==> config.mk <==
export PLATFORM = sky130hd
export DESIGN_NAME = mcc_engine
export DESIGN_NICKNAME = d
export VERILOG_FILES = /design/src/mcc_pkg.sv /design/src/mcc_engine.sv
export SDC_FILE = /design/constraint.sdc
export NUM_CORES = 1
export LEC_CHECK = 0
export BUFFER_PORTS_ARGS = -buffer_cell sky130_fd_sc_hd__buf_2
export CAP_MARGIN = 30
export CORE_MARGIN = 1
export CORE_UTILIZATION = 25
export CTS_CLUSTER_DIAMETER = 120
export CTS_CLUSTER_SIZE = 28
export DETAILED_ROUTE_END_ITERATION = 7
export PLACE_DENSITY = 0.44
export SLEW_MARGIN = 20
export SYNTH_ARGS = -nofsm -noshare
export SYNTH_HDL_FRONTEND = slang
export SYNTH_SLANG_ARGS = --single-unit
export TNS_END_PERCENT = 20
==> constraint.sdc <==
create_clock -name clk -period 11.8 [get_ports clk]
set_input_delay 1.18 -clock clk [delete_from_list [all_inputs] [get_ports clk]]
set_output_delay 1.18 -clock clk [all_outputs]
set_load 0.1 [all_outputs]
==> src/mcc_pkg.sv <==
// Shared types and constants for the minimum coin change block.
// No dependencies.
package mcc_pkg;

  localparam int VAL_W     = 10;
  localparam int CNT_W     = 11;
  localparam int NUM_COINS = 4;
  localparam int PADDR_W   = 5;
  localparam int PDATA_W   = 32;

  localparam logic [CNT_W-1:0] INF_CODE = 11'h7FF;

  localparam logic [2:0]       RST_COIN_COUNT = 3'd4;
  localparam logic [VAL_W-1:0] RST_COIN_A     = 10'd1;
  localparam logic [VAL_W-1:0] RST_COIN_B     = 10'd3;
  localparam logic [VAL_W-1:0] RST_COIN_C     = 10'd4;
  localparam logic [VAL_W-1:0] RST_COIN_D     = 10'd5;

  typedef enum logic [2:0] {
    REG_COIN_COUNT = 3'd0,
    REG_COIN_A     = 3'd1,
    REG_COIN_B     = 3'd2,
    REG_COIN_C     = 3'd3,
    REG_COIN_D     = 3'd4
  } mcc_reg_t;

  typedef struct packed {
    logic [2:0]                           count;
    logic [NUM_COINS-1:0][VAL_W-1:0]      val;
  } mcc_coins_t;

endpackage

==> src/mcc_engine.sv <==
// Table-fill sequencer: issues one table read per coin that fits the row, folds the minimum,
// writes each row back with forwarding of the row just written.
// Depends on mcc_pkg; drives the table RAM ports.
module mcc_engine
  import mcc_pkg::*;
#(
  parameter int MAX_SUM   = 1023,
  parameter int MAX_COINS = 4,
  parameter int AW        = $clog2(MAX_SUM + 1)
) (
  input  logic             clk,
  input  logic             rst_n,
  input  mcc_coins_t       coins,
  input  logic             in_valid,
  output logic             in_ready,
  input  logic [VAL_W-1:0] in_target_sum,
  output logic             out_valid,
  input  logic             out_ready,
  output logic [VAL_W-1:0] out_min_coins,
  output logic             out_reachable,
  output logic             mem_we,
  output logic [AW-1:0]    mem_waddr,
  output logic [CNT_W-1:0] mem_wdata,
  output logic [AW-1:0]    mem_raddr,
  input  logic [CNT_W-1:0] mem_rdata
);

  typedef enum logic [1:0] {S_IDLE, S_RUN, S_DRAIN, S_FIN} state_t;

  localparam logic [2:0]  MAXC      = 3'(MAX_COINS);
  localparam logic [16:0] MAX_SUM_V = 17'(MAX_SUM);

  state_t           state_r;
  logic [VAL_W-1:0] tgt_r;
  logic [VAL_W-1:0] s_r;
  logic [1:0]       j_r;
  logic             p1_act_r;
  logic             p1_vld_r;
  logic             p1_first_r;
  logic             p1_last_r;
  logic             p1_fwd_r;
  logic [VAL_W-1:0] p1_s_r;
  logic [CNT_W-1:0] fwd_data_r;
  logic [CNT_W-1:0] acc_r;
  logic [VAL_W-1:0] res_cnt_r;
  logic             res_ok_r;
  logic             out_valid_r;
  logic [VAL_W-1:0] out_min_coins_r;
  logic             out_reachable_r;

  logic             accept;
  logic [2:0]       used;
  logic [1:0]       j_last;
  logic [VAL_W-1:0] coin;
  logic             rd_vld;
  logic [VAL_W-1:0] rd_sum;
  logic [CNT_W-1:0] sub;
  logic [CNT_W-1:0] cand;
  logic [CNT_W-1:0] base;
  logic [CNT_W-1:0] best;
  logic             wr_row;

  assign in_ready      = (state_r == S_IDLE);
  assign accept        = in_valid && in_ready;
  assign out_valid     = out_valid_r;
  assign out_min_coins = out_min_coins_r;
  assign out_reachable = out_reachable_r;

  assign used   = (coins.count > MAXC) ? MAXC : coins.count;
  assign j_last = (used == 3'd0) ? 2'd0 : 2'(used - 3'd1);
  assign coin   = coins.val[j_r];
  assign rd_vld = (state_r == S_RUN) && ({1'b0, j_r} < used) && (coin != '0) && (coin <= s_r);
  assign rd_sum = s_r - coin;

  assign sub    = p1_fwd_r ? fwd_data_r : mem_rdata;
  assign cand   = (p1_vld_r && (sub != INF_CODE)) ? sub + 11'd1 : INF_CODE;
  assign base   = p1_first_r ? INF_CODE : acc_r;
  assign best   = (cand < base) ? cand : base;
  assign wr_row = p1_act_r && p1_last_r;

  assign mem_we    = accept || wr_row;
  assign mem_waddr = accept ? '0 : AW'(p1_s_r);
  assign mem_wdata = accept ? '0 : best;
  assign mem_raddr = AW'(rd_sum);

  // read pipeline and running minimum
  always_ff @(posedge clk) begin
    if (!rst_n) begin
      p1_act_r <= 1'b0;
      p1_fwd_r <= 1'b0;
    end else begin
      p1_act_r   <= (state_r == S_RUN);
      p1_fwd_r   <= rd_vld && mem_we && (mem_waddr == mem_raddr);
      p1_vld_r   <= rd_vld;
      p1_first_r <= (j_r == 2'd0);
      p1_last_r  <= (j_r == j_last);
      p1_s_r     <= s_r;
      fwd_data_r <= mem_wdata;
      if (p1_act_r) begin
        acc_r <= best;
      end
    end
  end

  always_ff @(posedge clk) begin
    if (!rst_n) begin
      state_r     <= S_IDLE;
      out_valid_r <= 1'b0;
    end else begin
      if (out_ready && (state_r != S_FIN)) begin
        out_valid_r <= 1'b0;
      end
      case (state_r)
        S_IDLE: begin
          if (accept) begin
            tgt_r <= in_target_sum;
            s_r   <= 10'd1;
            j_r   <= 2'd0;
            if ({7'd0, in_target_sum} > MAX_SUM_V) begin
              res_cnt_r <= '0;
              res_ok_r  <= 1'b0;
              state_r   <= S_FIN;
            end else if (in_target_sum == '0) begin
              res_cnt_r <= '0;
              res_ok_r  <= 1'b1;
              state_r   <= S_FIN;
            end else begin
              state_r <= S_RUN;
            end
          end
        end
        S_RUN: begin
          if (j_r == j_last) begin
            j_r <= 2'd0;
            if (s_r == tgt_r) begin
              state_r <= S_DRAIN;
            end else begin
              s_r <= s_r + 10'd1;
            end
          end else begin
            j_r <= j_r + 2'd1;
          end
        end
        S_DRAIN: begin
          if (wr_row) begin
            res_ok_r  <= (best != INF_CODE);
            res_cnt_r <= (best != INF_CODE) ? best[VAL_W-1:0] : '0;
            state_r   <= S_FIN;
          end
        end
        S_FIN: begin
          if (!out_valid_r || out_ready) begin
            out_valid_r     <= 1'b1;
            out_min_coins_r <= res_cnt_r;
            out_reachable_r <= res_ok_r;
            state_r         <= S_IDLE;
          end
        end
        default: state_r <= S_IDLE;
      endcase
    end
  end

  a_fwd_after_write: assert property (@(posedge clk) disable iff (!rst_n)
    p1_fwd_r |-> $past(mem_we))
    else $error("forward taken without a write in the previous cycle");

  a_idle_empty: assert property (@(posedge clk) disable iff (!rst_n)
    (state_r == S_IDLE) |-> !p1_act_r)
    else $error("read pipeline busy while idle");

  a_row_in_range: assert property (@(posedge clk) disable iff (!rst_n)
    p1_act_r |-> (p1_s_r <= tgt_r))
    else $error("row written beyond target");

  a_read_below: assert property (@(posedge clk) disable iff (!rst_n)
    rd_vld |-> (rd_sum < s_r))
    else $error("table read at or above current row");

endmodule

Word level (Yosys, flattened, before mapping)
Index checks and enable logic that the tools add are counted.
W data, S select, Z words.

word-level totals
  logic and storage cells = 105
  input bits = 68
  register bits = 84
  output and inout bits = 45

cells by class
  muxes and demuxes = 36
  reduce and logical (&&, ||, !) cells = 26
  equal/unequal tests = 16
  add/sub/neg operators = 5
  order comparisons = 5

operators by type and width
  cell                     count
  $mux W10                 9
  $mux W11                 5
  $pmux W10 S2             2
  $ne A11 B11 Y1 const B   2
  $bmux W10 S2             1
  $eq A10 B10 Y1           2
  $mux W2                  9
  $reduce_and A5 Y1        3
  $add A11 B1 Y11 const B  1
  $lt A11 B11 Y1           1
  $add A10 B1 Y10 const B  1
  $le A10 B10 Y1           1
  $logic_not A10 Y1        1
  $reduce_bool A10 Y1      1
  $sub A10 B10 Y10         1
  $logic_and A1 B1 Y1      9
  $reduce_and A3 Y1        3
  $ne A2 B1 Y1 const B     4
  $ne A2 B2 Y1 const B     4
  $pmux W2 S4              1
  $mux W1                  6
  $eq A2 B2 Y1 const B     2
  $logic_not A2 Y1         2
  $pmux W2 S2              1
  14 further kinds         16

Logic depth before layout (Yosys ltp)
Gate-level depths: netlist (run 1).

  depth in word-level cells = 10
  mapped depth = 21
  depth with buffers taken out = 18

Worst setup path before layout (run 1)
Ideal clock, no wire load.

  path type = input-to-output
  start = input mem_rdata[0]
  end = output mem_wdata[6]
  slack = 5.171 ns
  arrival = 5.449 ns
  required time = 10.620 ns
  path buffers = 1
  stages on the path = 18
  cells stage by stage = mux2i_1 -> inv_1 -> ha_1 -> nand4b_1 -> a22oi_4 -> nand2_1 -> nand2_1 -> nor2_1 -> inv_1 -> ha_1 -> a211oi_2 -> nor2_1 -> a2111oi_4 -> a31oi_4 -> and2_1 -> buf_6 -> mux2_4 -> nor2_1

on the way
  word-level cells in the longest chain between the ends = 7
  elaborated cells between the ends (all ways) = 8
  those cells by class = 1 x add/sub; 1 x order compare; 1 x eq/ne; 4 x mux; 1 x reduce/logical

RTL lines
  what                                                                     RTL line          text
  start: declaration                                                       mcc_engine.sv:25  input logic [CNT_W-1:0] mem_rdata
  $mux W11 *                                                               mcc_engine.sv:75  assign sub = p1_fwd_r ? fwd_data_r : mem_rdata;
  parallel branches: the longest is 2 deep, another holds $add A11 B1 Y11  -
  $mux W11 *                                                               mcc_engine.sv:76  assign cand = (p1_vld_r && (sub != INF_CODE)) ? sub + 11'd1 : INF_CODE;
  $lt A11 B11 Y1                                                           mcc_engine.sv:78  assign best = (cand < base) ? cand : base;
  $mux W11 *                                                               mcc_engine.sv:78
  $mux W11 *                                                               mcc_engine.sv:83  assign mem_wdata = accept ? '0 : best;
  end: declaration                                                         mcc_engine.sv:23  output logic [CNT_W-1:0] mem_wdata,

Mark *: on every way between the ends.

Worst setup path after layout (run 1)
  start = input mem_rdata[0]
  end = output mem_wdata[3]

Same word-level chain as after synthesis.

==> results.md, run 1 <==
* Netlist Area Pre-Place at between 5000 and 6000 sq um
* Average cell area after synthesis at around 11 sq um
* Top-level port count at around 110
* Time the final worst path needs with I/O delays and setup at around 6600 ps
* Reg2Reg Launch Point: p1_fwd_r$_SDFF_PN0_
* Fraction of synthesized cell area taken by the top area cell type at 0.4230
* Number of rows created at floorplan at 54
* Final hold slack at 420.4 ps
* Headroom to the max-slew limit at 0.4654
* Hold buffer count at cts at 0
* Die outline area at ~23000 sq um
* Initial drt markers at 226
* Worst clock skew on the final layout at between 9 and 10 ps
* Most frequent cells after synthesis: edfxtp_1, inv_1, nor2_1
* Ratio of cells with drive above 1 in the final layout at 0.2818
* Hold Path Origin: res_cnt_r[0]$_SDFFCE_PN0P_
* Post-detailed-placement half-perimeter wirelength at ~13000 microns
* Setup Fix Bufs, Post-CTS at 0
* Data arrival time of the critical path at about 5500 ps
* Clock root cell: clkbuf_16
* Ant. Diodes at 0
* Number of enable flip-flop cells after synthesis at between 70 and 80
* H-tree depth at 3
* Kind of end point of the critical path: primary output
* RSZ-0062 raised after global routing: false
* Sinks on Clock Net at between 80 and 90
* Synthesis-stage register bit count at 84
* Fin Setup TNS at 0 ps
* Hold WC Path Type: register to register
* Total length of routed wires at 15640 microns
* Maximum number of pins on one net before global-route repair at 32
* Initial cell density of the core at 0.2562
* Worst R2R Path Depth at 17
* Inserted Clock Buffers at 9
* Average vias per placed instance at a little under 5
* DRC errors left at 0
* Width of the die at around 150 microns
* Summed area of non-filler cells in the final layout at slightly below 7000 sq um
* Sequential fraction of the synthesis area at 0.4409
* Total number of vias at ~4300
* Global-route total usage across every layer at 0.1409
* Clock tree buffer depth at 2
* Cell leakage power at approximately 2.6 nW
* Clock tree from TritonCTS: built
* Number of max-slew violations in the final report at 0
* Final design utilization at 0.3082
* Max Clk Rate at around 0.15 GHz
* Area of the core at ~22000 sq um
* Clk_lat worst skew at 340 ps
* Data required time of the critical path at roughly 11000 ps
* Wire length per cell at approximately 17 microns
* Startpoint type of the worst setup path: primary input
* Gp weighted congestion at about 0.85
* Number of maximum-capacitance violations at 0
* Crit share post-route at 0.5615
* Biggest fanout along the worst timing path at 7
* Area contributors post-synth: edfxtp_1, ha_1, mux4_2
* Clock slew at the register clock pins of the worst setup and hold paths at ~60 ps
* Hold Path Depth at 0
* Most instantiated flip-flop cell in the synthesis netlist: edfxtp_1
* Net count of the finished layout at 714
* Initial antenna violation count at 0
* Library cell with the highest instance count after synthesis: edfxtp_1
* Warnings from Yosys at 0
* Total congestion overflow after global routing at 0
* Mapped Nets at 602
* Result of the run: finished, final reports clean
* Post-DRT Antenna Nets at 0
* Total of endpoints with negative setup slack in the final report at 0
* Wire length of the first global-routing pass at around 24000 microns
* Synthesized instance count at between 500 and 600
* Via count of the first global-routing pass at 4400
* Number of buffer cells added on primary ports at approximately 110
* Area delta synth->final at 20.33%
* Peak supply drop at 0.1338 mV
* Post-synth ARST share at 0
* Transition time at the pin with the least slew margin at 799.0 ps
* Hold violation count in the final report at 0
* Worst hold path endpoint: out_min_coins[0]$_DFFE_PP_
* Synth unique cells at 75
* Post-placement cell area at 6450 sq um
* Critical path type: primary input to primary output
* Capture point of the worst reg-to-reg path: res_cnt_r[3]$_SDFFCE_PN0P_
* Post-synth top area cell: edfxtp_1
* Reg2reg setup slack at between 6000 and 7000 ps
* Ratio of total power to cell area at about 220 nW/um^2
* Initial DRT Pass Iterations at 6
* Die Height at 151.8 microns
* Count of cells resized by post-cts repair at 0
final cells by class:
cell class	count	area, sq um
Fill cell	2314	15140
Sequential cell	84	2472
Multi-Input combinational cell	359	2864
Timing Repair Buffer	117	598.1
Clock buffer	9	225.2
Tap cell	280	350.3
Clock inverter	6	65.06
Inverter	46	172.7
flip-flops by register name, summed over array words and instances (netlist names), 2 cells and up:
register       count
acc_r             11
fwd_data_r        11
out_min_coins     10
p1_s_r            10
res_cnt_r         10
s_r               10
tgt_r             10
j_r                2
state_r            2
power by group:
part           leakage [nW]  internal (mW)  switching [mW]
combinational          1.69          0.187           0.577
sequential            0.782          0.370          0.0362
clock                 0.132          0.163           0.119
worst max-delay path: stages:
cell,delay [ps]
buf_2,120
mux2i_1,310
inv_1,90
ha_1,270
nand4b_1,220
a22oi_4,140
a21oi_1,250
o21ai_1,170
ha_1,330
o21ai_0,190
nor2_1,120
a2111oi_4,420
a31oi_4,190
and2_1,330
mux2_4,380
nor2_1,240
buf_2,490
cell usage in the layout, fill, tap and decap left out, drive strengths merged, types with 15 or more instances in the layout:
cell type and n:
buf 117, inv 47, a211oi 17, nand2 27
edfxtp 79, a21oi 18, nor2 41, and2 22
nand3 15, xor2 15, xnor2 24, ha 28
cell families (layout without fill, tap and decap cells):
| family | Yosys count | after routing | share of synthesized area |
|---|---|---|---|
| flops | 84 | 84 | 0.4409 |
| xor+xnor | 41 | 41 | 0.06894 |
| fa+ha+maj | 29 | 29 | 0.06604 |
| compound gates | 88 | 88 | 0.1274 |
| simple gates | 172 | 172 | 0.1698 |
| buf+inv | 62 | 178 | 0.04841 |
| mux | 29 | 29 | 0.07854 |
per-stage QoR:
step | power, mW | cells | worst slack (ps)
after floorplan | 1.025 | 505 | 5171
after global placement | 1.174 | 884 | 5288
after detailed placement | 1.178 | 885 | 5157
after CTS | 1.465 | 900 | 5138
after global routing | 1.520 | 901 | 4858
final | 1.452 | 901 | 5175
metal layers:
layer	vias to the layer above	GRT usage	wire length [microns]
met3	11	0.02874	646
met1	2158	0.1833	7338
met2	88	0.2386	7507
li1	2092	-	-
met5	-	0	0
met4	0	0.03168	142
worst max-delay path by stage:
stage / start / to / slack, ps
4_1_cts: mem_rdata[0] / mem_wdata[4] / 5140
3_5_place_dp: mem_rdata[0] / mem_wdata[4] / 5160
3_3_place_gp: mem_rdata[0] / mem_wdata[3] / 5290
5_1_grt: mem_rdata[0] / mem_wdata[3] / 4860
2_1_floorplan: mem_rdata[0] / mem_wdata[6] / 5170
6_report: mem_rdata[0] / mem_wdata[3] / 5170
(Power assumes the default switching activity.)
==> inputs of run 2 (changes only) <==
PLACE_DENSITY = 0.45   (was 0.44)
clock period = 5.3 ns   (was 11.8 ns; I/O delays follow)
==> run 2 against run 1 <==
Utilization is 1.1 points higher. Die area unchanged. Flip-flop and latch count stayed put. Critical path type is now register to primary output. Largest power group unchanged. Sequential share of layout area down 1.3 points. Clock power rose to 2.5 times the previous value.
==> results.md, run 2 (synthesis results as in run 1) <==
* Number of buffer cells added on primary ports at around 110
* Capture point of the worst reg-to-reg path: res_cnt_r[6]$_SDFFCE_PN0P_
* Transition time at the pin with the least slew margin at 790.7 ps
* Gp weighted congestion at approximately 0.9
* Initial drt markers at 219
* Most frequent standard cell in the layout excluding fill and tap cells: buf_2
* Number of rows created at floorplan at 54
* Biggest fanout along the worst timing path at 26
* Time the final worst path needs with I/O delays and setup at about 5000 ps
* Average vias per placed instance at roughly 4.8
* Hold Path Depth at 1
* Multi-input logic area at 2894 sq um
* Most frequent cells in the layout: buf_2, edfxtp_1, inv_1
* Hold buffer count at cts at 0
* Result of the run: finished, final reports clean
* RSZ-0062 raised after global routing: true
* Width of the die at about 150 microns
* Ratio of total power to cell area at roughly 490 nW/um^2
* Reg2Reg Launch Point: p1_fwd_r$_SDFF_PN0_
* Sequential cell area at about 2500 sq um
* Worst clock skew on the final layout at about 13 ps
* Worst hold path endpoint: tgt_r[0]$_DFFE_PP_
* Initial antenna violation count at 0
* Post-Place Setup Slack at 363.2 ps
* Net count of the finished layout at about 700
* Total length of routed wires at 15930 microns
* Fin worst setup slack at between 200 and 300 ps
* Critical path type: register to primary output
* Hold WC Path Type: primary input to register
* Wire length of the first global-routing pass at around 25000 microns
* Via count of the first global-routing pass at ~4300
* Maximum number of pins on one net before global-route repair at 31
* Headroom to the max-slew limit at 0.4709
* DRC errors left at 0
* Area of the core at 21890 sq um
* Area delta synth->final at 24.65%
* Wire length per cell at roughly 18 microns
* Total of endpoints with negative setup slack in the final report at 0
* H-tree depth at 3
* Clock slew at the register clock pins of the worst setup and hold paths at ~80 ps
* Summed area of non-filler cells in the final layout at ~7000 sq um
* Number of max-slew violations in the final report at 0
* Post-detailed-placement half-perimeter wirelength at 12530 microns
* Cell leakage power at 2.699 nW
* Peak supply drop at between 0.15 and 0.2 mV
* Post-DRT Antenna Nets at 0
* Data required time of the critical path at between 4000 and 5000 ps
* Number of maximum-capacitance violations at 0
* Inserted Clock Buffers at 9
* Largest registers: acc_r (11), fwd_data_r (11)
* Worst R2R Path Depth at 16
* Hold violation count in the final report at 0
* Data arrival time of the critical path at ~4500 ps
* Clock tree buffer depth at 2
* Clock root cell: clkbuf_16
* Die Height at roughly 150 microns
* Max Clk Rate at between 0.15 and 0.2 GHz
* Clk_lat worst skew at 360 ps
* Initial DRT Pass Iterations at 4
* Startpoint type of the worst setup path: register
* Reg2reg setup slack at approximately 690 ps
* Top-level port count at 113
* Initial cell density of the core at 0.2562
* Post-placement cell area at approximately 6600 sq um
* Final Total Pwr at 3.429 mW
* Sinks on Clock Net at 84
* Number of fillers in the final layout at between 2000 and 2500
* Ant. Diodes at 0
* Clock tree from TritonCTS: built
* Kind of end point of the critical path: primary output
* Hold Path Origin: in_target_sum[0]
* Total congestion overflow after global routing at 0
* Ratio of cells with drive above 1 in the final layout at 0.3018
* Crit share post-route at 0.9510
* Total number of vias at between 4000 and 5000
* Die outline area at approximately 23000 sq um
* Global-route total usage across every layer at 0.1442
==> run 2: worst max-delay path, cell delays in order (launching register included) <==
cell	delay (ps)
dfxtp_1	470
buf_4	340
nand4_1	250
a221oi_2	460
xnor2_1	190
nor2_1	220
inv_1	80
ha_1	210
a211oi_2	200
nor2_1	120
a2111oi_4	190
buf_4	190
nand4b_4	140
and2_2	290
mux2_4	340
nor2_2	230
buf_12	210
==> run 2: cell type report <==
cell class,instances,area share
well taps,280,0.05012
inverters,46,0.02470
clock inverters,7,0.01503
flip-flops and latches,84,0.3537
multi-input cells,359,0.4140
repair buffers,118,0.1103
clock buffers,9,0.03222
==> run 2: layer usage <==
layer / vias to the layer above / GRT usage / wire, microns
met5: - / 0 / 0
met4: 0 / 0.04406 / 274
met3: 17 / 0.03084 / 690
met2: 105 / 0.2398 / 7542
met1: 2120 / 0.1862 / 7422
li1: 2103 / - / -
==> run 2: timing repair <==
item,in CTS,in global routing
gates resized for setup,0,6
setup endpoints to repair,0,10
buffers inserted,0,1
==> run 2: stage by stage <==
stage / TNS, ps / std cells / hold slack, ps / util
finish: 0 / 903 / 371.5 / 0.3193
global route: -83.84 / 903 / 359.8 / 0.3193
CTS: 0 / 901 / 356.7 / 0.3177
detailed placement: 0 / 885 / 405.7 / 0.3026
global placement: 0 / 885 / 407.9 / 0.3026
floorplan: -2424 / 505 / 400.3 / -
==> run 2: worst max path at each step <==
stage / slack [ps] / start / to
after floorplan: -260 / p1_fwd_r$_SDFF_PN0_ / mem_wdata[2]
after global placement: 390 / mem_rdata[0] / mem_wdata[1]
after detailed placement: 360 / mem_rdata[0] / mem_wdata[0]
after CTS: 40 / p1_fwd_r$_SDFF_PN0_ / mem_wdata[4]
after global routing: -20 / p1_fwd_r$_SDFF_PN0_ / mem_wdata[4]
final: 260 / p1_fwd_r$_SDFF_PN0_ / mem_wdata[4]
==> run 2: report_power, final <==
| part | total, mW | internal (mW) | switching [mW] | leakage, nW |
|---|---|---|---|---|
| combinational | 1.81 | 0.505 | 1.31 | 1.76 |
| sequential | 0.904 | 0.823 | 0.0811 | 0.782 |
| clock | 0.714 | 0.421 | 0.293 | 0.159 |
