`src/mcc_pkg.sv`:
```
// Shared types and constants for the minimum coin change block.
// No dependencies.
package mcc_pkg;

  localparam int VAL_W     = 10;
  localparam int CNT_W     = 11;
  localparam int NUM_COINS = 4;
  localparam int PADDR_W   = 5;
  localparam int PDATA_W   = 32;

  localparam logic [CNT_W-1:0] INF_CODE = 11'h7FF;

  localparam logic [2:0]       RST_COIN_COUNT = 3'd4;
  localparam logic [VAL_W-1:0] RST_COIN_A     = 10'd1;
  localparam logic [VAL_W-1:0] RST_COIN_B     = 10'd3;
  localparam logic [VAL_W-1:0] RST_COIN_C     = 10'd4;
  localparam logic [VAL_W-1:0] RST_COIN_D     = 10'd5;

  typedef enum logic [2:0] {
    REG_COIN_COUNT = 3'd0,
    REG_COIN_A     = 3'd1,
    REG_COIN_B     = 3'd2,
    REG_COIN_C     = 3'd3,
    REG_COIN_D     = 3'd4
  } mcc_reg_t;

  typedef struct packed {
    logic [2:0]                           count;
    logic [NUM_COINS-1:0][VAL_W-1:0]      val;
  } mcc_coins_t;

endpackage

```
`src/mcc_regs.sv`:
```
// APB register file for the coin configuration.
// Depends on mcc_pkg.
module mcc_regs
  import mcc_pkg::*;
(
  input  logic               clk,
  input  logic               rst_n,
  input  logic               psel,
  input  logic               penable,
  input  logic               pwrite,
  input  logic [PADDR_W-1:0] paddr,
  input  logic [PDATA_W-1:0] pwdata,
  output logic [PDATA_W-1:0] prdata,
  output logic               pready,
  output mcc_coins_t         coins
);

  mcc_coins_t coins_r;
  logic       wr_en;
  mcc_reg_t   idx;

  assign pready = 1'b1;
  assign wr_en  = psel && penable && pwrite;
  assign idx    = mcc_reg_t'(paddr[PADDR_W-1:2]);
  assign coins  = coins_r;

  always_ff @(posedge clk) begin
    if (!rst_n) begin
      coins_r.count  <= RST_COIN_COUNT;
      coins_r.val[0] <= RST_COIN_A;
      coins_r.val[1] <= RST_COIN_B;
      coins_r.val[2] <= RST_COIN_C;
      coins_r.val[3] <= RST_COIN_D;
    end else if (wr_en) begin
      case (idx)
        REG_COIN_COUNT: coins_r.count  <= pwdata[2:0];
        REG_COIN_A:     coins_r.val[0] <= pwdata[VAL_W-1:0];
        REG_COIN_B:     coins_r.val[1] <= pwdata[VAL_W-1:0];
        REG_COIN_C:     coins_r.val[2] <= pwdata[VAL_W-1:0];
        REG_COIN_D:     coins_r.val[3] <= pwdata[VAL_W-1:0];
        default: ;
      endcase
    end
  end

  always_comb begin
    case (idx)
      REG_COIN_COUNT: prdata = {29'd0, coins_r.count};
      REG_COIN_A:     prdata = {22'd0, coins_r.val[0]};
      REG_COIN_B:     prdata = {22'd0, coins_r.val[1]};
      REG_COIN_C:     prdata = {22'd0, coins_r.val[2]};
      REG_COIN_D:     prdata = {22'd0, coins_r.val[3]};
      default:        prdata = '0;
    endcase
  end

endmodule

```
`config.mk`:
```
export PLATFORM = sky130hd
export DESIGN_NAME = mcc_regs
export DESIGN_NICKNAME = d
export VERILOG_FILES = /design/src/mcc_pkg.sv /design/src/mcc_regs.sv
export SDC_FILE = /design/constraint.sdc
export NUM_CORES = 1
export LEC_CHECK = 0
export CAP_MARGIN = 20
export CORE_ASPECT_RATIO = 0.7
export CORE_MARGIN = 2
export CORE_UTILIZATION = 40
export CTS_BUF_LIST = sky130_fd_sc_hd__clkbuf_2 sky130_fd_sc_hd__clkbuf_4 sky130_fd_sc_hd__clkbuf_8
export DETAILED_ROUTE_END_ITERATION = 12
export DONT_BUFFER_PORTS = 1
export PLACE_DENSITY = 0.51
export SLEW_MARGIN = 20
export SYNTH_ARGS = -nofsm -noshare
export SYNTH_HDL_FRONTEND = slang
export SYNTH_SLANG_ARGS = --single-unit
```
`constraint.sdc`:
```
create_clock -name clk -period 1.5 [get_ports clk]
set_input_delay 0.225 -clock clk [delete_from_list [all_inputs] [get_ports clk]]
set_output_delay 0.225 -clock clk [all_outputs]
set_load 0.02 [all_outputs]
```
### Word level (Yosys, flattened, before mapping)

Cells that the tools add are included.

| storage, ports and cells | value |
|---|---|
| register bits | 43 |
| bits of input ports | 42 |
| output and inout bits | 76 |
| word-level logic and storage cells | 18 |

| operators by class | value |
|---|---|
| equal/unequal tests | 4 |
| multiplexer cells | 1 |
| reductions and logical operators | 8 |

Operator list:

| cell | number |
|---|---|
| 10-bit one-hot mux with 5 select lines | 1 |
| 2-bit AND reduction | 5 |
| 3-bit by 2-bit equality test with 1-bit output (second input constant) | 2 |
| 3-bit by 1-bit equality test with 1-bit output (second input constant) | 1 |
| 3-bit equality test (second input constant) | 1 |
| 3-bit zero test | 1 |
| 1-bit logical AND | 2 |

### Logic depth before layout (Yosys ltp)

Gate-level depths: netlist of the first run.

| logic depth | value |
|---|---|
| depth after elaboration | 3 |
| mapped depth | 5 |
| mapped depth without buffers | 3 |

### Worst setup path after synthesis of the first run

No wires, ideal clock.

| path | value |
|---|---|
| kind | input to output |
| start point | input paddr[4] |
| end point | output prdata[0] |
| data arrival time | 1.225 ns |
| data required time | 1.275 ns |
| setup slack | 0.050 ns |
| stages | 5 |
| path buffers | 2 |
| cells stage by stage | buf_6 > and2b_1 > clkbuf_1 > a22oi_1 > o22ai_1 |

| between the ends | value |
|---|---|
| word-level cells in the longest chain between the ends | 2 |
| elaborated cells between the ends (all ways) | 6 |

Ends and longest elaborated chain:

| item | RTL line | source |
|---|---|---|
| start, declared | mcc_regs.sv:11 | `input logic [PADDR_W-1:0] paddr,` |
| 3-bit equality test (tied with other cells) | mcc_regs.sv:47 | `case (idx)` |
| 10-bit one-hot mux with 5 select lines * | mcc_regs.sv:47 |  |
| end, declared | mcc_regs.sv:13 | `output logic [PDATA_W-1:0] prdata,` |

Every way passes the cells marked *; elsewhere a longest branch is shown, timed or not.

### Worst setup path in the final report of the first run

| path | value |
|---|---|
| start point | register coins_r (netlist bit coins[10]) |
| end point | output prdata[0] |

| between the ends | value |
|---|---|
| word-level cells in the longest chain between the ends | 1 |

Ends and longest elaborated chain:

| item | RTL line | source |
|---|---|---|
| start, declared | mcc_regs.sv:18 | `mcc_coins_t coins_r;` |
| 10-bit one-hot mux with 5 select lines | mcc_regs.sv:47 |  |

No other way between the ends.

==> results.txt, run 1 <==
- Final GP Congestion: 0.694
- Port bufs: 0
- CP cell instances: mux2_4, a22oi_2, o22ai_2, buf_6
- Hold crit path type: in2reg
- Netlist area before placement: 2170 um^2
* Fmax: approximately 0.68 GHz
* Via density per instance: approximately 4.8
- Worst Setup End Kind: output pin
* Cell at the root of the clock tree: clkbuf_8
- Number of synthesis warnings: 0
- Detailed Route WL: approximately 5200 um
* Ranking of synthesized cells by instance count: mux2i_1 (50), nand2_1 (47), dfxtp_1 (43)
- In the final design database the tool counted 312 nets.
* Synthesized instance count: between 200 and 250
- Required time worst endpoint: between 1000 and 1500 ps
* Count of final max-slew check failures: 0
- The register with the most flip-flops in the layout has 43 of them.
* Count of flip-flops with a built-in enable after synthesis: 0
* # DRC: 0
* Final Hold Fails: 0
- Status: finished clean
- The floorplan step set the die width to 92 um.
- The number of placed instances, taps included, is about 340.
* Total half-perimeter wirelength after legalization and detailed placement: 3710 um
- Total clock sinks: 43
* Global-route wire length before repair: ~8000 um
- The synthesized design contains 43 register bits.
- Critical setup path kind: reg2out
* Worst-path clk slew: around 80 ps
* Latest clock arrival within the worst-skew pair: between 200 and 300 ps
- Non-filler instance count after layout: 342
- Data arrives at the worst endpoint at ~1300 ps.
- Core footprint: 5230 um^2
* Part of the cycle the worst path needs: 0.984
* Vias after detailed routing: 1650
- Maximum clock skew at final layout: 0 ps
- The number of different library cells used by synthesis comes to 27.
* # Max-Cap Violations: 0
- After filler insertion, the fill cell instance count of the layout stands at 541.
- Number of rows created at floorplan: 22
* Area added between synthesis and finish: 20.5%
* Depth of the CTS H-tree: 2
* Sort of element at the start of the critical path: flop
- Of the cells placed in the final design, the portion with a size suffix greater than 1 is 0.278.
- The first detailed-routing pass took 4 iterations.
* Cell with the most instances after synthesis: mux2i_1
- Largest area contributor in the netlist: dfxtp_1
- After detailed routing, the average wire length per cell comes to 15.3 um.
* Largest driver fanout on the critical path: 2
- Part of the Yosys area used for sequential elements: 0.397
- Antenna diode instance count: 0
* CTS tree: built
- Sum of overflow across all layers after global routing: 0
- TritonCTS buffer count: 5
- Most area-consuming cells after synthesis: dfxtp_1 (40%), mux2i_1 (23%), buf_4 (9.3%)
* Cts-stage hold buffer count: 0
- Power comes to ~2.1 mW.
* DRC marker count from the first detailed-route iteration: 60
- Vias in the first global route: 1491
* Largest net degree at the start of global routing: between 50 and 60
- Number of antenna violations at the first check in global routing: 0
- Power Density: roughly 800 nW/um^2
* Die Y-Extent: roughly 66 um
- Measured on the finished design, the core utilization comes to 0.500.
- Each instance of the synthesized netlist takes up on average slightly above 9 um^2.
* Worst-case setup margin in the final layout: between 20 and 25 ps
- Slowest stage cell, crit path: dfxtp_2
- Fraction of synthesis flops using an asynchronous set or reset pin: 0
- R2r setup slk: between 700 and 800 ps
- Shortest period the worst path allows: around 1500 ps
- DIE AREA: 6040 um^2
- Setup repair after global routing missed its margin: true
- Clk buf depth: 2
* Initial cell density of the core: 0.415
- Summed over all failing endpoints, the final setup total negative slack is 0 ps.
* Post CTS Setup Buffer Count: 0
- IO Count: about 120
- The share of synthesized area in the top cell type comes to 0.397.
- Reported leakage power: approximately 1.1 nW
- Setup violations remaining at the end of the flow were counted as 0.
- Worst Setup Slack post-DPL: between 150 and 200 ps
* Total Routing Usage GR: 0.176
* Antenna-violating nets left: 0
* Peak ir drop on the vdd network: approximately 0.38 mV
- Highest cell delay on the worst timing path: 330 ps
- Prevailing post-synth register cell: dfxtp_1
## area by class of cell
type / count / area (um^2) / area share
clock buffer: 6 / 82.6 / 0.0316
sequential: 43 / 870 / 0.333
clock inverter: 1 / 5.00 / 0.00192
inverter: 1 / 3.75 / 0.00144
multi-input combinational: 169 / 1160 / 0.443
tap: 72 / 90.1 / 0.0345
timing repair buffer: 50 / 404 / 0.155
## path summary, 6_finish.rpt
check / start / to / cells after the start
worst max-delay path: coins[10] / prdata[0] / 4
worst min-delay path: rst_n / coins[25] / 2
worst max register to register: coins[41] / coins[41] / 2
worst min register to register: coins[25] / coins[25] / 2
## repair_timing
action	in CTS	in global routing
endpoints found under the setup margin	2	5
pin swaps	3	4
gates resized for setup	6	8
## metal layers
metal | track usage | vias up | routed length (um) | part of all wire
li1 | - | 822 | - | -
met1 | 0.250 | 779 | 2520 | 0.48
met2 | 0.250 | 47 | 2270 | 0.43
met3 | 0.0677 | 2 | 406 | 0.078
met4 | 0.0392 | 0 | 22 | 0.0042
met5 | 0 | - | 0 | 0
## kinds of logic (layout without fill, tap and decap cells)
group	Yosys count	count (layout)	share of synthesized area
AND/OR/NAND/NOR	70	70	0.158
multiplexers	53	53	0.246
flip-flops	43	43	0.397
buffers and inverters	41	58	0.123
AO/OA/AOI/OAI	23	23	0.0721
other	2	23	0.00346
## cells in the final DEF, fill, tap and decap left out, drive strengths merged
cell,Yosys,final
nor2b,11,11
clkinv,0,1
and3b,1,1
dfxtp,43,43
and3,2,2
a22oi,11,11
conb,2,23
nor2,2,2
a31oi,1,1
o22ai,10,10
nand2,47,47
nand4b,1,1
nand2b,1,1
nor3,1,1
a21oi,1,1
clkbuf,8,6
and2b,1,1
nand3,1,1
mux2,3,3
nor3b,1,1
or3,1,1
buf,32,50
mux2i,50,50
inv,1,1
## power breakdown
part           switching [mW]  total [mW]  internal, mW
sequential            0.00737        1.16          1.15
clock                   0.372       0.734         0.362
combinational           0.129       0.200        0.0710
## through the flow
step / instance area, um^2 / hold WS, ps
2_1_floorplan: 2250 / 387
3_3_place_gp: 2480 / 379
3_5_place_dp: 2480 / 383
4_1_cts: 2590 / 66.0
5_1_grt: 2610 / 66.2
6_report: 2610 / 80.2
## worst max-delay path: cells and delay by family, from the launching register on
family                 cells  cell delay [ps]
muxes                      1              260
buffers and inverters      1              140
AOI/OAI and AO/OA          2              240
DFF                        1              330
No activity file was read; power rests on OpenSTA's default activity.
==> inputs of run 2 (changes only) <==
- SETUP_SLACK_MARGIN: default -> 0.2
==> run 2 against run 1 <==
Net effect:
- cell count is 6.7% lower
- clock power increased by 2%
- die area unchanged
- via count down 2.8%
- critical path depth down 1
- routed wire length increased by 2.3%
- fmax grew 1.8%
- non-clock buffer count is 24 lower
- first-iteration DRC count fell by 25%
- setup slack improved by 27 ps
- largest power group unchanged
- highest routed layer unchanged
==> results.txt, run 2 (synthesized netlist as in run 1, its figures left out) <==
- Highest-count cells in the layout ignoring fill and taps: mux2i_1 (48), nand2_1 (47), buf_4 (25) (was mux2i_1 (50), nand2_1 (47), buf_4 (47)).
- Hold crit path type: in2reg (unchanged)
- Maximum clock skew at final layout: 0 ps (unchanged)
- The final critical delay including setup and external delays came to 1450 ps (was 1480 ps).
* Die boundary width: 92 um (unchanged)
- The detailed-route wire length is 5340 um (was 5220 um).
- The slack of the critical path was 51.0 ps (was 24.3 ps).
- The hold slack came to 56.7 ps (was 80.2 ps).
* Total half-perimeter wirelength after legalization and detailed placement: 3710 um (about the same)
- The deepest level of the CTS H-tree is 2 (unchanged).
- Critical path arrival: 1220 ps (was 1250 ps)
- Antenna diode instance count: 0 (unchanged)
* Largest net degree at the start of global routing: 57 (unchanged)
- The global placement routability congestion was 0.721 (was 0.694).
* Worst flop-to-flop path startpoint: coins[41] (unchanged)
- Vias after detailed routing: 1604 (was 1650)
- The total power consumption of the routed design is 2.08 mW (was 2.09 mW).
- The detailed-route vias per instance was 5.03 (was 4.82).
* Worst Setup Slack post-DPL: 169 ps (was 151 ps)
* IO Count: 118 (unchanged)
* Critical setup path kind: reg2out (unchanged)
* Number of antenna violations at the first check in global routing: 0 (unchanged)
- Flip-flop count of the largest register after layout: 43 (unchanged)
- The largest fanout of any net on the critical path came to 3 (was 2).
- Most frequent standard cell in the layout excluding fill and tap cells: mux2i_1 (unchanged)
* Global-route wire length before repair: 8340 um (was 8010 um)
- Number of rows created at floorplan: 22 (unchanged)
* Status: finished clean (unchanged)
- The nature of the critical path startpoint was a flop (unchanged).
- The initial core utilization was 0.415 (unchanged).
- Hold path startpoint: rst_n (unchanged)
- Latest clock arrival within the worst-skew pair: 300 ps (was 280 ps)
- Worst Setup End Kind: output pin (unchanged)
* DRC marker count from the first detailed-route iteration: 45 (was 60)
- The clock-pin transition on the worst setup and hold timing paths came to 80 ps (about the same).
- Power Density: 795 nW/um^2 (was 800 nW/um^2)
* Share of cells above drive strength 1: 0.352 (was 0.278)
- The post-route fraction of the period consumed by the critical path came to 0.966 (was 0.984).
- Fmax: 0.690 GHz (was 0.678 GHz)
* Total setup violations reported at the end of the flow: 0 (unchanged)
* Routed length per instance: 16.7 um (was 15.3 um)
- Placed cells: 311 (was 335)
- Final Hold Fails: 0 (unchanged)
- The total of buffers placed on input and output ports was 0 (unchanged).
- The max-slew violation total from the final report came to 0 (unchanged).
- Count of nets after finishing: 288 (was 312)
- The overflow left after global routing was 0 (unchanged).
- The critical path launch point is coins[21] (was coins[10]).
* CTS tree: built (unchanged)
- The remaining number of nets flagged by the antenna check after routing was 0 (unchanged).
- Setup Total Neg Slack: 0 ps (unchanged)
* Vias in the first global route: 1526 (was 1491)
* Non-filler instance count after layout: 319 (was 342)
* DIE AREA: 6040 um^2 (unchanged)
- The CTS buffer count came to 5 (unchanged).
- Total iterations of the first detailed-routing run: 4 (unchanged)
- # DRC: 0 (unchanged)
- Area added between synthesis and finish: 20.8% (was 20.5%)
- Peak ir drop on the vdd network: 0.456 mV (was 0.375 mV)
* Number of fillers in the final layout: 523 (was 541)
* Cell at the root of the clock tree: clkbuf_8 (unchanged)
- The standby leakage power was 1.02 nW (was 1.13 nW).
* Total clock sinks: 43 (unchanged)
- Total Routing Usage GR: 0.185 (was 0.176)
* Setup repair after global routing missed its margin: true (unchanged)
- The required time of the critical path was 1270 ps (about the same).
* Core footprint: 5230 um^2 (unchanged)
- Clk buf depth: 2 (unchanged)
* Die Y-Extent: 65.6 um (unchanged)
- # Max-Cap Violations: 0 (unchanged)
-- run 2: path summary, 6_finish.rpt --
check | end | slack, ps | depth (start not counted)
min reg2reg | coins[16] | 520 | 2
min | coins[14] | 60 | 2
max reg2reg | coins[41] | 730 | 2
max | prdata[1] | 50 | 3
-- run 2: cell type report --
class | count | area (um^2) | share of cell area
multi-input combinational | 169 | 1290 | 0.494
sequential | 43 | 936 | 0.357
timing repair buffer | 26 | 208 | 0.0793
tap | 72 | 90.1 | 0.0344
clock buffer | 7 | 83.8 | 0.0320
clock inverter | 1 | 5.00 | 0.00191
inverter | 1 | 3.75 | 0.00143
-- run 2: what timing repair did --
action,4_1_cts,5_1_grt
gates cloned,0,0
hold buffers,0,0
setup endpoints to repair,10,10
buffers inserted,0,0
resized for setup,49,12
pin swaps,11,5
endpoints found under the hold margin,0,0
-- run 2: critical path, stage by stage (launching register included) --
cell and delay (ps):
dfxtp_2 370, mux2_2 280, a22oi_2 140, o22ai_2 140
-- run 2: per-stage QoR --
stage / utilization / cell area (um^2)
finish: 0.501 / 2620
global route: 0.501 / 2620
CTS: 0.490 / 2560
detailed placement: 0.450 / 2350
global placement: 0.450 / 2350
floorplan: - / 2310
-- run 2: per-layer routing --
layer | GRT usage | share of wire | up-vias | wire, um
li1 | - | - | 779 | -
met2 | 0.268 | 0.42 | 60 | 2230
met5 | 0 | 0 | - | 0
met4 | 0.0728 | 0.016 | 0 | 87
met3 | 0.0665 | 0.085 | 8 | 454
met1 | 0.249 | 0.48 | 757 | 2560
-- run 2: power breakdown --
group | switching, mW | internal [mW]
combinational | 0.133 | 0.0674
sequential | 0.0126 | 1.12
clock | 0.386 | 0.363
==> inputs of run 3 (changes only) <==
- RECOVER_POWER: default -> 100
==> run 3 against run 2 <==
Net effect:
- first-iteration DRC count increased by 2.2%
- power increased by 0.83%
- sequential power about the same
- non-clock buffer count unchanged
- critical path type unchanged
- critical endpoint unchanged
- largest cell class unchanged
==> results.txt, run 3 (synthesized netlist as in run 1, its figures left out) <==
* CTS tree: built (unchanged)
- The highest cell delay on the worst timing path is 370 ps (about the same).
* Met2 Use GR: 0.268 (unchanged)
- Detailed Route WL: 5350 um (was 5340 um)
- The overflow left after global routing came to 0 (unchanged).
- The CTS buffer count came to 5 (unchanged).
- Die Y-Extent: 65.6 um (unchanged)
* CP bufs+invs: 0 (unchanged)
- The total power density per cell area was 863 nW/um^2 (was 795 nW/um^2).
- Core footprint: 5230 um^2 (unchanged)
- The commonest non-fill, non-tap cell in the layout is mux2i_1 (unchanged).
- The kind of critical path was reg2out (unchanged).
- Vias in the first global route: 1526 (unchanged)
- Worst-path clk slew: 80 ps (about the same)
- Slowest stage cell, crit path: dfxtp_2 (unchanged)
- Largest net degree at the start of global routing: 57 (unchanged)
- The I/O pin count is 118 (unchanged).
- The standby leakage power was 0.899 nW (was 1.02 nW).
* # Max-Cap Violations: 0 (unchanged)
* Die boundary width: 92 um (unchanged)
- Fin area: 2430 um^2 (was 2620 um^2)
- The number of rows created at floorplan is 22 (unchanged).
- The final setup skew is 0 ps (unchanged).
* Count of nets after finishing: 288 (unchanged)
- The first-pass GRT wire length came to 8340 um (unchanged).
- Fmax: 0.690 GHz (about the same)
- Required time worst endpoint: 1270 ps (about the same)
- Status: finished clean (unchanged)
- For the pin with the worst max-slew slack, the measured transition is 860 ps.
- The critical path data arrival time came to 1220 ps (about the same).
- CP cell instances: mux2_2, a22oi_2, o22ai_2 (unchanged).
* Post CTS Setup Buffer Count: 0 (unchanged)
- Total clock sinks: 43 (unchanged)
- The footprint of the multi-input gates is 1250 um^2 (was 1290 um^2).
- Largest driver fanout on the critical path: 3 (unchanged)
- The worst supply voltage drop on vdd was 0.469 mV (was 0.456 mV).
* Latest clock arrival within the worst-skew pair: 300 ps (about the same)
- Setup Total Neg Slack: 0 ps (unchanged)
- Met3 GRT Util: 0.0665 (unchanged)
- The number of hold-repair buffers added at the cts stage came to 0 (unchanged).
* Antenna-violating nets left: 0 (unchanged)
- The count of fill cells added during filler insertion came to 557 (was 523).
- Hold crit path type: in2reg (unchanged)
- Initial cell density of the core: 0.415 (unchanged)
- Number of antenna violations at the first check in global routing: 0 (unchanged)
- The total area of sequential cells is 871 um^2 (was 936 um^2).
- Shortest period the worst path allows: 1450 ps (about the same)
- Minimum hold slack: 58.3 ps (was 56.7 ps)
* Total Routing Usage GR: 0.185 (unchanged)
- The largest delay contributor family on the critical path is flip-flops (unchanged).
- Routed length per instance: 16.8 um (was 16.7 um)
- The number of DRC violations after detailed-routing iteration 0 is 46 (was 45).
- The detailed-route vias per instance is 5.08 (was 5.03).
* Port bufs: 0 (unchanged)
* Share of cells above drive strength 1: 0.166 (was 0.352)
- Depth of the CTS H-tree: 2 (unchanged)
- The post-route fraction of the period consumed by the critical path came to 0.966 (about the same).
* Total setup violations reported at the end of the flow: 0 (unchanged)
- Total iterations of the first detailed-routing run: 4 (unchanged)
* Final GP Congestion: 0.721 (unchanged)
- Area added between synthesis and finish: 12.1% (was 20.8%)
- Worst Setup End Kind: output pin (unchanged)
- The via count is 1620 (was 1604).
- The clock tree root buffer cell is clkbuf_8 (unchanged).
- The max-slew violation total from the final report was 0 (unchanged).
- The number of flip-flops in the largest register came to 43 (unchanged).
* Setup repair after global routing missed its margin: true (unchanged)
- Instance area at placement: 2350 um^2 (unchanged)
- The nature of the critical path startpoint is a flop (unchanged).
- The met1 usage came to 0.249 (unchanged).
- Highest-count cells in the layout ignoring fill and taps: mux2i_1 (48), nand2_1 (47), dfxtp_1 (39) (was mux2i_1 (48), nand2_1 (47), buf_4 (25)).
* DIE AREA: 6040 um^2 (unchanged)
- The count of endpoints failing hold in the final timing report was 0 (unchanged).
* Slew headroom: 0.427
- # DRC: 0 (unchanged)
- Clk buf depth: 2 (unchanged)
- Total half-perimeter wirelength after legalization and detailed placement: 3710 um (unchanged)
- Global routing's busiest layer: met2 (unchanged)
* Antenna diode instance count: 0 (unchanged)
[run 3: what timing repair did]
action	CTS	global route
setup endpoints to repair	10	10
gates cloned	0	0
resized for setup	49	12
pin swaps	11	5
[run 3: metal layers]
layer / vias up / wire (um)
met1: 770 / 2520
met5: - / 0
met4: 0 / 87
li1: 777 / -
met3: 8 / 479
met2: 65 / 2270
[run 3: final timing paths]
path         cells past startpoint      start  slack [ps]         to
max                              3  coins[21]          50  prdata[1]
min                              2      rst_n          60  coins[14]
max reg2reg                      3  coins[19]         590  coins[19]
min reg2reg                      2  coins[14]         520  coins[14]
[run 3: per-stage QoR]
step	power [mW]	setup WS [ps]	cells	utilization
after floorplan	1.42	241	253	-
after global placement	1.37	173	311	0.450
after detailed placement	1.37	169	311	0.450
after CTS	2.12	35.5	319	0.490
after global routing	2.19	16.8	319	0.465
final	2.10	50.7	319	0.465
[run 3: where the power goes]
group          switching [mW]  internal, mW  leakage [nW]
clock                   0.387         0.363        0.0491
combinational           0.131        0.0600         0.501
sequential             0.0125          1.15         0.349
total                   0.531          1.57         0.899
[run 3: area by class of cell]
type	count	share of cell area
tap	72	0.0371
multi-input combinational	169	0.515
sequential	43	0.358
timing repair buffer	26	0.0515
inverter	1	0.00154
clock buffer	7	0.0345
clock inverter	1	0.00206
